### src/hw/rtl/rvid_pkg.sv
// Mnemonic codes, opcodes and widths of the RV32I decoder.
// No dependencies; used by the decoder and its checker.
package rvid_pkg;

  localparam int unsigned WordWidth = 32;
  localparam int unsigned ImmWidth  = 21;
  localparam int unsigned CodeWidth = 6;
  localparam int unsigned RegWidth  = 5;

  localparam logic [6:0] OPC_OP     = 7'h33;
  localparam logic [6:0] OPC_OP_IMM = 7'h13;
  localparam logic [6:0] OPC_LOAD   = 7'h03;
  localparam logic [6:0] OPC_JALR   = 7'h67;
  localparam logic [6:0] OPC_SYSTEM = 7'h73;
  localparam logic [6:0] OPC_STORE  = 7'h23;
  localparam logic [6:0] OPC_BRANCH = 7'h63;
  localparam logic [6:0] OPC_AUIPC  = 7'h17;
  localparam logic [6:0] OPC_LUI    = 7'h37;
  localparam logic [6:0] OPC_JAL    = 7'h6F;

  localparam logic [6:0] F7_BASE = 7'h00;
  localparam logic [6:0] F7_ALT  = 7'h20;

  typedef enum logic [CodeWidth-1:0] {
    MN_UNKNOWN = 6'd0,
    MN_ADD   = 6'd1,  MN_SUB   = 6'd2,  MN_SLL   = 6'd3,  MN_SLT   = 6'd4,
    MN_SLTU  = 6'd5,  MN_XOR   = 6'd6,  MN_SRL   = 6'd7,  MN_SRA   = 6'd8,
    MN_OR    = 6'd9,  MN_AND   = 6'd10,
    MN_ADDI  = 6'd11, MN_SLLI  = 6'd12, MN_SLTI  = 6'd13, MN_SLTIU = 6'd14,
    MN_XORI  = 6'd15, MN_SRLI  = 6'd16, MN_SRAI  = 6'd17, MN_ORI   = 6'd18,
    MN_ANDI  = 6'd19,
    MN_LB    = 6'd20, MN_LH    = 6'd21, MN_LW    = 6'd22, MN_LBU   = 6'd23,
    MN_LHU   = 6'd24,
    MN_SB    = 6'd25, MN_SH    = 6'd26, MN_SW    = 6'd27,
    MN_BEQ   = 6'd28, MN_BNE   = 6'd29, MN_BLT   = 6'd30, MN_BGE   = 6'd31,
    MN_BLTU  = 6'd32, MN_BGEU  = 6'd33,
    MN_LUI   = 6'd34, MN_AUIPC = 6'd35, MN_JAL   = 6'd36, MN_JALR  = 6'd37,
    MN_ECALL = 6'd38
  } mnemonic_t;

endpackage

### src/hw/rtl/rv32i_instruction_decoder.sv
// RV32I instruction decoder: instruction word in, decoded record out.
// Depends on rvid_pkg.
//
// Usage:
//   Input channel  instr_valid / instr_stall carries instr_word.
//   Output channel dec_valid / dec_stall carries mnemonic, dest_reg,
//   src1_reg, src2_reg and immediate. A beat moves at a rising edge with
//   valid high and stall low.
//   Every word yields exactly one record; unknown words give mnemonic 0.
//   Path: a word passes the input register, then decode into the result
//   register, from which the receiver takes the record.
//   Throughput: one word per cycle while dec_stall is low; the decode is a single pass of
//   opcode/funct selection between the two registers.
//   Reset (rst, synchronous) empties both registers; beats held in them are
//   dropped, and no beat is produced by it.
//   When the receiver stalls, the result register holds; the input
//   register still takes one more beat, and instr_stall rises only when
//   both registers are full.
module rv32i_instruction_decoder
  import rvid_pkg::*;
(
  input  logic                       clk,
  input  logic                       rst,
  input  logic                       instr_valid,
  output logic                       instr_stall,
  input  logic [WordWidth-1:0]       instr_word,
  output logic                       dec_valid,
  input  logic                       dec_stall,
  output logic [CodeWidth-1:0]       mnemonic,
  output logic [RegWidth-1:0]        dest_reg,
  output logic [RegWidth-1:0]        src1_reg,
  output logic [RegWidth-1:0]        src2_reg,
  output logic signed [ImmWidth-1:0] immediate
);

  logic                 word_valid;
  logic [WordWidth-1:0] word;
  logic                 adv_out;
  logic                 adv_in;

  mnemonic_t                code_next;
  logic signed [ImmWidth-1:0] imm_next;

  logic [6:0] opc;
  logic [2:0] f3;
  logic [6:0] f7;
  logic signed [ImmWidth-1:0] imm_i, imm_sh, imm_s, imm_b, imm_u, imm_j;

  assign adv_out     = !dec_valid || !dec_stall;
  assign adv_in      = !word_valid || adv_out;
  assign instr_stall = !adv_in;

  always_ff @(posedge clk) begin
    if (rst) begin
      word_valid <= 1'b0;
    end else if (adv_in) begin
      word_valid <= instr_valid;
    end
  end

  always_ff @(posedge clk) begin
    if (adv_in && instr_valid) begin
      word <= instr_word;
    end
  end

  assign opc = word[6:0];
  assign f3  = word[14:12];
  assign f7  = word[31:25];

  assign imm_i  = {{9{word[31]}}, word[31:20]};
  assign imm_sh = {16'd0, word[24:20]};
  assign imm_s  = {{9{word[31]}}, word[31:25], word[11:7]};
  assign imm_b  = {{8{word[31]}}, word[31], word[7], word[30:25], word[11:8], 1'b0};
  assign imm_u  = {word[31], word[31:12]};
  assign imm_j  = {word[31], word[19:12], word[20], word[30:21], 1'b0};

  always_comb begin
    code_next = MN_UNKNOWN;
    imm_next  = '0;
    case (opc)
      OPC_OP: begin
        if (f7 == F7_BASE || f7 == F7_ALT) begin
          case (f3)
            3'd0:    code_next = (f7 == F7_ALT) ? MN_SUB : MN_ADD;
            3'd1:    code_next = MN_SLL;
            3'd2:    code_next = MN_SLT;
            3'd3:    code_next = MN_SLTU;
            3'd4:    code_next = MN_XOR;
            3'd5:    code_next = (f7 == F7_ALT) ? MN_SRA : MN_SRL;
            3'd6:    code_next = MN_OR;
            default: code_next = MN_AND;
          endcase
        end
      end
      OPC_OP_IMM: begin
        imm_next = imm_i;
        case (f3)
          3'd0: code_next = MN_ADDI;
          3'd1: begin
            code_next = MN_SLLI;
            imm_next  = imm_sh;
          end
          3'd2: code_next = MN_SLTI;
          3'd3: code_next = MN_SLTIU;
          3'd4: code_next = MN_XORI;
          3'd5: begin
            code_next = word[30] ? MN_SRAI : MN_SRLI;
            imm_next  = imm_sh;
          end
          3'd6:    code_next = MN_ORI;
          default: code_next = MN_ANDI;
        endcase
      end
      OPC_LOAD: begin
        imm_next = imm_i;
        case (f3)
          3'd0: code_next = MN_LB;
          3'd1: code_next = MN_LH;
          3'd2: code_next = MN_LW;
          3'd4: code_next = MN_LBU;
          3'd5: code_next = MN_LHU;
          default: begin
            code_next = MN_UNKNOWN;
            imm_next  = '0;
          end
        endcase
      end
      OPC_JALR: begin
        code_next = MN_JALR;
        imm_next  = imm_i;
      end
      OPC_SYSTEM: code_next = MN_ECALL;
      OPC_STORE: begin
        imm_next = imm_s;
        case (f3)
          3'd0: code_next = MN_SB;
          3'd1: code_next = MN_SH;
          3'd2: code_next = MN_SW;
          default: begin
            code_next = MN_UNKNOWN;
            imm_next  = '0;
          end
        endcase
      end
      OPC_BRANCH: begin
        imm_next = imm_b;
        case (f3)
          3'd0: code_next = MN_BEQ;
          3'd1: code_next = MN_BNE;
          3'd4: code_next = MN_BLT;
          3'd5: code_next = MN_BGE;
          3'd6: code_next = MN_BLTU;
          3'd7: code_next = MN_BGEU;
          default: begin
            code_next = MN_UNKNOWN;
            imm_next  = '0;
          end
        endcase
      end
      OPC_LUI: begin
        code_next = MN_LUI;
        imm_next  = imm_u;
      end
      OPC_AUIPC: begin
        code_next = MN_AUIPC;
        imm_next  = imm_u;
      end
      OPC_JAL: begin
        code_next = MN_JAL;
        imm_next  = imm_j;
      end
      default: begin
        code_next = MN_UNKNOWN;
        imm_next  = '0;
      end
    endcase
  end

  always_ff @(posedge clk) begin
    if (rst) begin
      dec_valid <= 1'b0;
    end else if (adv_out) begin
      dec_valid <= word_valid;
    end
  end

  always_ff @(posedge clk) begin
    if (adv_out && word_valid) begin
      mnemonic  <= code_next;
      dest_reg  <= word[11:7];
      src1_reg  <= word[19:15];
      src2_reg  <= word[24:20];
      immediate <= imm_next;
    end
  end

endmodule

### config.mk
export PLATFORM = sky130hd
export DESIGN_NAME = rv32i_instruction_decoder
export DESIGN_NICKNAME = d
export VERILOG_FILES = /design/src/hw/rtl/rvid_pkg.sv /design/src/hw/rtl/rv32i_instruction_decoder.sv
export SDC_FILE = /design/constraint.sdc
export NUM_CORES = 1
export LEC_CHECK = 0
export BUFFER_PORTS_ARGS = -buffer_cell sky130_fd_sc_hd__clkbuf_2
export CORE_MARGIN = 4
export CORE_UTILIZATION = 50
export DETAILED_ROUTE_END_ITERATION = 12
export GPL_TIMING_DRIVEN = 0
export PLACE_DENSITY_LB_ADDON = 0.1
export SYNTH_ARGS = -nofsm -noshare
export SYNTH_HDL_FRONTEND = slang
export SYNTH_SLANG_ARGS = --single-unit
### constraint.sdc
create_clock -name clk -period 5.39 [get_ports clk]
set_input_delay 0.539 -clock clk [delete_from_list [all_inputs] [get_ports clk]]
set_output_delay 0.539 -clock clk [all_outputs]
set_load 0.02 [all_outputs]
# Word-level counts from Yosys, hierarchy flattened
# Index checks and enable logic that the tools add are counted.
# word_totals
in_bits	36
word_cells	57
regBits	76
# op_classes
n_mux	15
n_eq_ne	18
n_reduce_logical	16
# ops
operator	count
21-bit one-hot mux with 7 select lines	1
21-bit 2-to-1 mux	4
6-bit one-hot mux with 10 select lines	1
6-bit one-hot mux with 6 select lines	1
5-bit one-hot mux with 7 select lines	1
7-bit by 6-bit equality test with 1-bit output (second input constant)	4
7-bit equality test (second input constant)	4
4-bit one-hot mux with 7 select lines	1
5-bit one-hot mux with 5 select lines	1
5-bit one-hot mux with 3 select lines	1
7-bit by 5-bit equality test with 1-bit output (second input constant)	2
3-bit equality test (second input constant)	4
4-bit 2-to-1 mux	2
7-bit by 2-bit equality test with 1-bit output (second input constant)	1
7-bit logical NOT	1
3-bit by 2-bit equality test with 1-bit output (second input constant)	2
6-bit OR reduction	1
5-bit OR reduction	1
1-bit logical NOT	4
2-bit OR reduction	2
3-bit by 1-bit equality test with 1-bit output (second input constant)	1
3-bit logical NOT	1
1-bit logical OR	3
3-bit OR reduction	1
3 further kinds	4

# Longest topological paths before layout
# Gate-level depths: netlist of run 1.
# depth
ltp_word	5
ltp_mapped	8
ltp_nobuf	5

# Worst setup path after synthesis of run 1
# No wires, ideal clock.
# synth_timing
path_kind	input -> register
from	input dec_stall
to	register dest_reg[0], enable pin
n_path_buf	0
setup_ns	0.505
cell_stages	1
arrival_time_ns	3.632
slack_ns	1.252
path_cell_list	a21boi_0
# synth_via
elab_chain_cells	3
# synth_lines
item	line	source
start, declared	rv32i_instruction_decoder.sv:28	input logic dec_stall,
1-bit logical NOT	rv32i_instruction_decoder.sv:49	assign adv_out = !dec_valid || !dec_stall;
1-bit logical OR	rv32i_instruction_decoder.sv:49	
1-bit logical AND	rv32i_instruction_decoder.sv:189	if (adv_out && word_valid) begin
end signal, assigned	rv32i_instruction_decoder.sv:191	dest_reg <= word[11:7];
end, declared	rv32i_instruction_decoder.sv:30	output logic [RegWidth-1:0] dest_reg,
# No other way between the ends.
# A chain may end at the register's enable or synchronous reset.

# Worst setup path after layout of run 1
# layout_timing
from	register word[6]
to	register immediate[9] (data pin)
# layout_via
elab_chain_cells	3
elab_cells_between_ends	10
cone_classes	8 x eq/ne; 1 x mux; 1 x reduce/logical
# layout_lines
item	line	source
start, declared	rv32i_instruction_decoder.sv:37	logic [WordWidth-1:0] word;
start signal, assigned	rv32i_instruction_decoder.sv:63	word <= instr_word;
7-bit by 5-bit equality test with 1-bit output / 7-bit by 6-bit equality test with 1-bit output (equally long branches)	rv32i_instruction_decoder.sv:81	case (opc)
2-bit OR reduction (no source line)	--	
21-bit one-hot mux with 7 select lines (*)	rv32i_instruction_decoder.sv:81	
named net imm_next[9]	rv32i_instruction_decoder.sv:42	logic signed [ImmWidth-1:0] imm_next;
end signal, assigned	rv32i_instruction_decoder.sv:194	immediate <= imm_next;
end, declared	rv32i_instruction_decoder.sv:33	output logic signed [ImmWidth-1:0] immediate
# Mark *: on every way through the listed nets, which the timed path passes. The rest lies on a longest branch.

==> qor.yml, run 1 <==
fillers: 510
antenna_found_initial: 0
drv_cap: 0
cts_root_buf: "clkbuf_8"
syn_nets: 279
rsz0062_at_grt: "no"
cts_setup_buffers: 0
nets: 370
synth-async-reset-ratio_pct: 0
yosysSeqAreaShare_pct: 67.59
layout_min_cycle_time_ps: 2133
path_class: "flip-flop to flip-flop"
cts_made_buffers: 9
p_total_mw: 1.256
grtUsageTotal_pct: 19.10
cts_hold_buf: 0
syn_inst: 243
fin_crit_sh_pct: 39.57
drc: 0
regMostFlops: "word"
vias: 2420
cts.sinks: 76
drt_iter0_markers: 144
groute.layer.met1.usage_pct: 25.60
coreArea_um2: 6422
clkLatencyLatePin_ps: 350
slew_headroom_pct: 41.46
use_met3_pct: 5.008
grt_start_max_net_pins: 33
fmax_mhz: 468.9
tritoncts: "built"
cp.arrival_ps: 2230
dieArea_um2: 8067
fp.dieW_um: 89.82
powerDensity_nw_per_um2: 307.3
grt_pass1_vias: 2376
ioPinCount: 80
wl_per_cell_um: 18.02
final-max-slew-violation-count: 0
rows: 29
top_usage_layer: "met2"
routabilityCongestion: 0.8702
met2_usage_pct: 30.08
critical_path_required_ps: 5490
setup_slack_ps: 3257
drive_above_1_share_pct: 33.04
reg.largest.list: "word x32, immediate x21, mnemonic x6"
via_per_inst: 5.817
clk_path_buf_depth: 2
numPortBuffers: 79
clk_pin_slew_ps: 80
yosysWarningCount: 0
start_util_pct: 52.11
htree_levels: 3
hold_viol_final: 0
synth_edf_count: 74
setup_viol: 0
fin_skew_ps: 9.617
tightest_slew_ps: 876.2
area_growth_pct: 22.09
status: "complete, no violations"
dp_slack_ps: 3282
grt_pass1_wl_um: 12060
die_height_um: 89.82
wirelength_um: 7495
dr.pass1.iters: 4
dp_hpwl_um: 5366
cp-end-kind: "flip-flop"
path_max_fanout: 10
hp-class: "input port to flip-flop"
ys_ff_latch: 76
post_cts_resized: 0
ys.flop_type: "edfxtp_1"
largest_register_ffs: 32
ys_types: 64
p_leak_nw: 1.559
synth_area_um2: 3347
startpoint_type: "flip-flop"
ant_nets: 0
hold_slack_ps: 355.2
n_antenna_cell: 0
postSynthAreaPerCell_um2: 13.77
gr-total-overflow: 0
ir_drop_v: 0.0002254
[cell type report]
| class | instances | area, um2 | share of cell area [%] |
|---|---|---|---|
| Inverter | 3 | 11.26 | 0.2756 |
| Multi-Input combinational cell | 146 | 1007 | 24.65 |
| Tap cell | 77 | 96.34 | 2.358 |
| Sequential cell | 76 | 2262 | 55.36 |
| Clock inverter | 5 | 60.06 | 1.470 |
| Timing Repair Buffer | 80 | 422.9 | 10.35 |
| Buffer | 18 | 85.08 | 2.082 |
| Clock buffer | 11 | 141.4 | 3.460 |
[where the power goes]
group	switching (mW)	total (mW)	internal [mW]
clock	0.205	0.434	0.229
combinational	0.0775	0.121	0.0433
sequential	0.0175	0.701	0.683
total	0.300	1.26	0.956
[stage by stage]
step                instance area, um2  utilization (%)  cells  setup TNS [ps]
floorplan                         3347                -    243               0
global placement                  3839            59.77    399          -775.1
detailed placement                3885            60.49    400               0
CTS                               4086            63.63    416               0
global route                      4086            63.63    416               0
finish                            4086            63.63    416               0
[critical path, stage by stage, from the launching register on]
cell	delay, ps
edfxtp_1	420
buf_2	210
nand2_1	200
nor2b_1	120
and3_1	200
or3b_1	370
buf_4	170
a22o_1	190
[placed cells by master, fill, tap and decap left out, types with 2 or more instances in the layout]
| cell type | instances |
|---|---|
| nor2_1 | 11 |
| nand3_1 | 2 |
| dfxtp_1 | 2 |
| a22o_1 | 9 |
| nand4_1 | 3 |
| nor2b_1 | 6 |
| buf_2 | 4 |
| nor3b_1 | 2 |
| o31ai_1 | 2 |
| clkbuf_2 | 80 |
| o21ai_0 | 12 |
| buf_1 | 2 |
| clkbuf_8 | 10 |
| a21oi_1 | 8 |
| or3_1 | 4 |
| o2bb2ai_1 | 2 |
| and3_1 | 2 |
| a31oi_1 | 3 |
| a311oi_1 | 3 |
| a22oi_1 | 6 |
| a21o_1 | 2 |
| o211ai_1 | 2 |
| clkbuf_1 | 10 |
| nand3b_1 | 2 |
| inv_1 | 3 |
| a221o_1 | 8 |
| nand2_1 | 20 |
| inv_6 | 2 |
| o2111ai_1 | 2 |
| edfxtp_1 | 74 |
[cells in the mapped netlist, drive strengths merged (3+ instances only)]
master / instances / share of area (%)
edfxtp: 74 / 66
nand2: 20 / 2.2
a221o: 8 / 2.4
a22o: 9 / 2.4
clkbuf: 10 / 1.2
a22oi: 6 / 1.3
or3: 5 / 1.1
o21ai: 13 / 1.9
nor2b: 7 / 1.3
inv: 3 / 0.34
a311oi: 3 / 0.79
a21oi: 10 / 1.9
buf: 8 / 1.4
nor2: 11 / 1.2
nand4: 3 / 0.56
a31oi: 3 / 0.56
[path summary, 6_finish.rpt]
check	slack (ps)	depth (start not counted)	start	end
max	3260	7	word[6]	immediate[9]
min	360	2	rst	word_valid
max reg2reg	3260	7	word[6]	immediate[9]
min reg2reg	460	0	word[8]	dest_reg[1]
[cell families (layout without fill, tap and decap cells)]
group | Yosys count | after routing | synth area share, %
buffers and inverters | 21 | 117 | 2.878
flip-flops | 76 | 76 | 67.59
AND/OR/NAND/NOR | 69 | 69 | 11.55
AO/OA/AOI/OAI | 74 | 74 | 17.16
XOR/XNOR | 2 | 2 | 0.5235
multiplexers | 1 | 1 | 0.2991
[routing by layer]
metal / vias to the layer above / part of all wire, %
met2: 124 / 47
met3: 7 / 9.0
met5: - / 0
li1: 1154 / -
met4: 0 / 1.1
met1: 1135 / 43
Power figures use the tool's default switching activity.
==> run 2: changes to the inputs <==
Settings changed: ABC_AREA set to 1, CORE_UTILIZATION 50 to 49.
Clock period 5.39 ns to 1.8 ns, I/O delays scaled along.
==> run 2 against run 1 <==
  * Utilization is 2.9 points higher
  * Hold slack worse by 320 ps
  * Routed wire length is 32% higher
  * Die area is 12% higher
  * Final cell count is 46% higher
  * Critical path depth is 1 higher
  * Sequential share of layout area is 8.7 points lower
  * Power grew to 3.0 times the previous value
==> qor.yml, run 2 <==
startpoint_type: "flip-flop"
ioPinCount: 80
final-max-slew-violation-count: 0
regMostFlops: "word"
synthTopCellsByArea: "edfxtp_1 60%, nand2_1 8.7%, nand3_1 6.2%"
tightest_slew_ps: 769.5
nets: 540
drv_cap: 0
yosysWarningCount: 0
synth_top_area_share_pct: 60.06
ys.flop_type: "edfxtp_1"
via_per_inst: 5.240
dieArea_um2: 9005
fmax_mhz: 586.2
cts.sinks: 76
clk_path_buf_depth: 2
postSynthAreaPerCell_um2: 9.840
setup_slack_ps: 94.12
hold_viol_final: 0
fp.dieW_um: 94.90
cts_made_buffers: 9
finalSetupTns_ps: 0
layout_min_cycle_time_ps: 1706
dr.pass1.iters: 5
hp-class: "input port to flip-flop"
syn_inst: 376
dp_hpwl_um: 6427
p_total_mw: 3.797
routabilityCongestion: 0.9270
critical_path_required_ps: 2000
grt_start_max_net_pins: 22
drt_iter0_markers: 304
largest_register_ffs: 32
rows: 31
dp_slack_ps: -23.27
setup_viol: 0
grt_pass1_vias: 3058
reg.largest.list: "word x32, immediate x21, mnemonic x6"
wl_per_cell_um: 16.28
ant_nets: 0
rsz0062_at_grt: "yes"
synth_area_um2: 3700
mostFrequentLayoutCell: "nand2_1"
grtUsageTotal_pct: 23.98
drc: 0
min_from: "instr_word[26]"
wirelength_um: 9898
place_inst: 554
drive_above_1_share_pct: 28.09
clk_pin_slew_ps: 80
n_antenna_cell: 0
cp-end-kind: "flip-flop"
vias: 3186
ys_types: 21
fillers: 632
synth.most_common_cell: "nand2_1"
clkLatencyLatePin_ps: 350
tritoncts: "built"
fin_skew_ps: 13.93
yosysSeqAreaShare_pct: 61.14
hold_slack_ps: 37.97
status: "complete, no violations"
ys_top_cells_by_count: "86 x nand2_1, 74 x edfxtp_1, 46 x nand3_1"
fin_crit_sh_pct: 94.77
startpoint: "word[4]"
start_util_pct: 50.74
gr-total-overflow: 0
layout_common_cells: "84 x nand2_1, 79 x clkbuf_2, 74 x edfxtp_1, 46 x nand3_1, 43 x nor2_1"
antenna_found_initial: 0
die_height_um: 94.90
slew_headroom_pct: 48.59
area_growth_pct: 31.18
ir_drop_v: 0.0005350
fin_cells: 608
synth-async-reset-ratio_pct: 0
numPortBuffers: 79
ys_ff_latch: 76
worstReg2RegStart: "word[4]"
yosysTopAreaCell: "edfxtp_1"
coreArea_um2: 7292
cp.arrival_ps: 1900
synth_edf_count: 74
syn_nets: 412
powerDensity_nw_per_um2: 782.3
cts_root_buf: "clkbuf_8"
path_max_fanout: 10
grt_pass1_wl_um: 15970
path_class: "flip-flop to flip-flop"
p_leak_nw: 2.188
htree_levels: 3
==> run 2: cells by family after synthesis <==
| kind of cell | count (synthesis) | share of synthesized area (%) |
|---|---|---|
| simple gates | 214 | 26.95 |
| flops | 76 | 61.14 |
| buf+inv | 46 | 5.884 |
| compound gates | 40 | 6.020 |
==> run 2: path summary, 6_finish.rpt <==
| kind | depth (start not counted) | to | slack, ps |
|---|---|---|---|
| hold / removal | 1 | word[26] | 40 |
| hold reg to reg | 0 | src2_reg[1] | 490 |
| setup / recovery | 8 | immediate[10] | 90 |
| setup reg to reg | 8 | immediate[10] | 90 |
==> run 2: power by group <==
part	internal (mW)	leakage, nW	switching [mW]
logic	0.153	1.34	0.259
registers	2.03	0.750	0.0536
clock network	0.652	0.0935	0.644
==> run 2: critical path: stages, from the launching register on <==
cell,delay [ps]
edfxtp_1,430
inv_1,130
nand3_2,130
inv_4,170
nand3_2,120
buf_2,220
o21ai_0,180
nor2_1,60
nand2_1,110
==> run 2: area by class of cell <==
class / instances / area (um2) / area share (%)
repair inverters: 1 / 7.507 / 0.1547
clock inverters: 6 / 71.32 / 1.469
repair buffers: 114 / 750.7 / 15.47
plain buffers: 11 / 88.84 / 1.830
well taps: 99 / 123.9 / 2.552
flip-flops and latches: 76 / 2263 / 46.64
inverters: 35 / 143.9 / 2.965
multi-input cells: 256 / 1276 / 26.30
clock buffers: 10 / 127.6 / 2.630
==> run 2: metal layers <==
metal | GRT usage (%) | part of all wire [%] | up-vias | routed length, um
li1 | - | - | 1548 | -
met1 | 31.98 | 41 | 1462 | 4065
met2 | 38.52 | 49 | 160 | 4836
met3 | 5.100 | 8.2 | 16 | 809
met4 | 9.135 | 1.9 | 0 | 186
met5 | 0 | 0 | - | 0
==> run 2: metrics by stage <==
| stage | instance area, um2 | util, % |
|---|---|---|
| floorplan | 3719 | - |
| global placement | 4238 | 58.12 |
| detailed placement | 4238 | 58.12 |
| CTS | 4763 | 65.32 |
| global route | 4853 | 66.56 |
| finish | 4853 | 66.56 |
==> run 2: what timing repair did <==
item,in CTS,in global routing
endpoints found under the hold margin,32,1
gates resized for setup,1,12
cloned,2,1
hold buffers,31,1
buffers inserted,0,3
pin swaps,0,2
endpoints found under the setup margin,74,64
==> run 3: changes to the inputs <==
Settings changed: ABC_AREA 1 to unset, CORE_UTILIZATION 49 to 48, CTS_CLUSTER_SIZE set to 14, PLACE_DENSITY set to 0.76, PLACE_DENSITY_LB_ADDON 0.1 to unset.
==> run 3 against run 2 <==
  * The flow now finishes with violations (setup timing)
  * Sequential power is essentially flat
  * Hold slack lost 25 ps
  * Routed wire length shrank 20%
  * Utilization shrank 0.52 points
  * Via count shrank 21%
  * Die area shrank 7.0%
==> qor.yml, run 3 (synthesized netlist as in run 1, its figures left out) <==
startpoint_type: "flip-flop"
clkLatencyLatePin_ps: 340
p_leak_nw: 1.722
nets: 391
cts.sinks: 76
reg.largest.list: "word x32, immediate x21, mnemonic x6"
fin_cells: 456
cp.arrival_ps: 2160
fmax_mhz: 514.6
min_to: "word[24]"
dieArea_um2: 8373
slowest_stage: "or4_4"
rsz0062_at_grt: "yes"
hold_slack_ps: 13.44
start_util_pct: 49.26
place_inst: 418
r2r_slack_ps: -140
drive_above_1_share_pct: 44.72
ant_nets: 0
ir_drop_v: 0.0005186
ioPinCount: 80
drt_iter0_markers: 211
path_class: "flip-flop to flip-flop"
regMostFlops: "word"
drv_cap: 0
area_growth_pct: 34.06
coreArea_um2: 6794
clk_pin_slew_ps: 80
htree_levels: 3
worstReg2RegStart: "word[5]"
path_max_fanout: 6
routabilityCongestion: 0.8731
tritoncts: "built"
fp.dieW_um: 91.51
holdPathStages: 1
fin_skew_ps: 9.770
numPortBuffers: 79
layout_common_cells: "85 x clkbuf_2, 74 x edfxtp_1, 18 x nand2_1, 12 x buf_4, 11 x dlygate4sd3_1"
final-max-slew-violation-count: 0
tightest_slew_ps: 1141
rows: 30
cts_root_buf: "clkbuf_8"
layout_min_cycle_time_ps: 1943
mostFrequentLayoutCell: "clkbuf_2"
fillers: 493
fin_crit_sh_pct: 108.0
powerDensity_nw_per_um2: 827.2
hp-class: "input port to flip-flop"
antenna_found_initial: 0
grtUsageTotal_pct: 18.05
gr-total-overflow: 0
cts_made_buffers: 9
drc: 0
dr.pass1.iters: 4
via_per_inst: 5.526
wl_per_cell_um: 17.30
n_antenna_cell: 0
path_cells: "buf_6, or4_4, a21oi_4, o21ai_1, or3b_4, a22o_1"
violations: "setup timing"
setup_viol: 18
dp_hpwl_um: 5219
critical_path_required_ps: 2010
status: "complete, but fails checks"
grt_start_max_net_pins: 43
grt_pass1_wl_um: 11800
min_from: "instr_word[24]"
die_height_um: 91.51
p_total_mw: 3.712
largest_register_ffs: 32
grt_pass1_vias: 2379
reg2reg_depth: 6
wirelength_um: 7887
dp_slack_ps: -254.7
vias: 2520
slew_headroom_pct: 23.46
max_stage_delay_ps: 560
hold_viol_final: 0
clk_path_buf_depth: 2
reg2reg_to: "immediate[9]"
cp-end-kind: "flip-flop"
setup_slack_ps: -143.2
-- run 3: layer usage --
| metal | vias up | wire length [um] | global-route usage, % | share of wire (%) |
|---|---|---|---|---|
| li1 | 1195 | - | - | - |
| met1 | 1216 | 3391 | 24.42 | 43 |
| met2 | 101 | 3919 | 29.34 | 50 |
| met3 | 8 | 509 | 2.983 | 6.5 |
| met4 | 0 | 67 | 6.533 | 0.85 |
| met5 | - | 0 | 0 | 0 |
-- run 3: worst max-delay path, delay by kind of cell (launching register included) --
kind / cells / cell delay [ps]
AOI/OAI and AO/OA: 3 / 380
buffers and inverters: 1 / 160
DFF: 1 / 420
and+or+nand+nor: 2 / 860
-- run 3: timing repair --
item | in CTS | in global routing
hold buffers | 6 | 5
setup buffers | 9 | 3
gates resized for setup | 23 | 38
endpoints found under the hold margin | 7 | 5
setup endpoints to repair | 27 | 69
pin swaps | 5 | 21
cloned | 1 | 1
-- run 3: per-stage QoR --
stage | TNS [ps] | instance area, um2 | utilization (%)
floorplan | -276.2 | 3386 | -
global placement | -3533 | 3901 | 57.42
detailed placement | -3571 | 3901 | 57.42
CTS | -1649 | 4288 | 63.11
global route | -2993 | 4487 | 66.04
finish | -1928 | 4487 | 66.04
-- run 3: layout make-up --
cell class	instances	area, um2	area share, %
timing repair buffer	103	610.6	13.61
clock inverter	7	57.56	1.283
inverter	3	13.76	0.3067
multi-input combinational	147	1199	26.72
clock buffer	9	123.9	2.761
buffer	15	98.84	2.203
sequential	76	2263	50.45
tap	96	120.1	2.677
-- run 3: power breakdown --
part | total, mW | internal (mW) | switching, mW | leakage, nW
clock | 1.17 | 0.521 | 0.650 | 0.0886
combinational | 0.442 | 0.176 | 0.266 | 0.923
sequential | 2.10 | 2.05 | 0.0522 | 0.710
-- run 3: how the worst max path moves through the flow --
stage	slack (ps)	cells after the start	start	endpoint
after global placement	-280	5	word[13]	mnemonic[1]
after global routing	-190	6	word[2]	immediate[9]
after floorplan	-50	6	word[5]	immediate[10]
after detailed placement	-250	5	word[13]	mnemonic[1]
final	-140	6	word[5]	immediate[9]
after CTS	-120	6	word[2]	immediate[20]
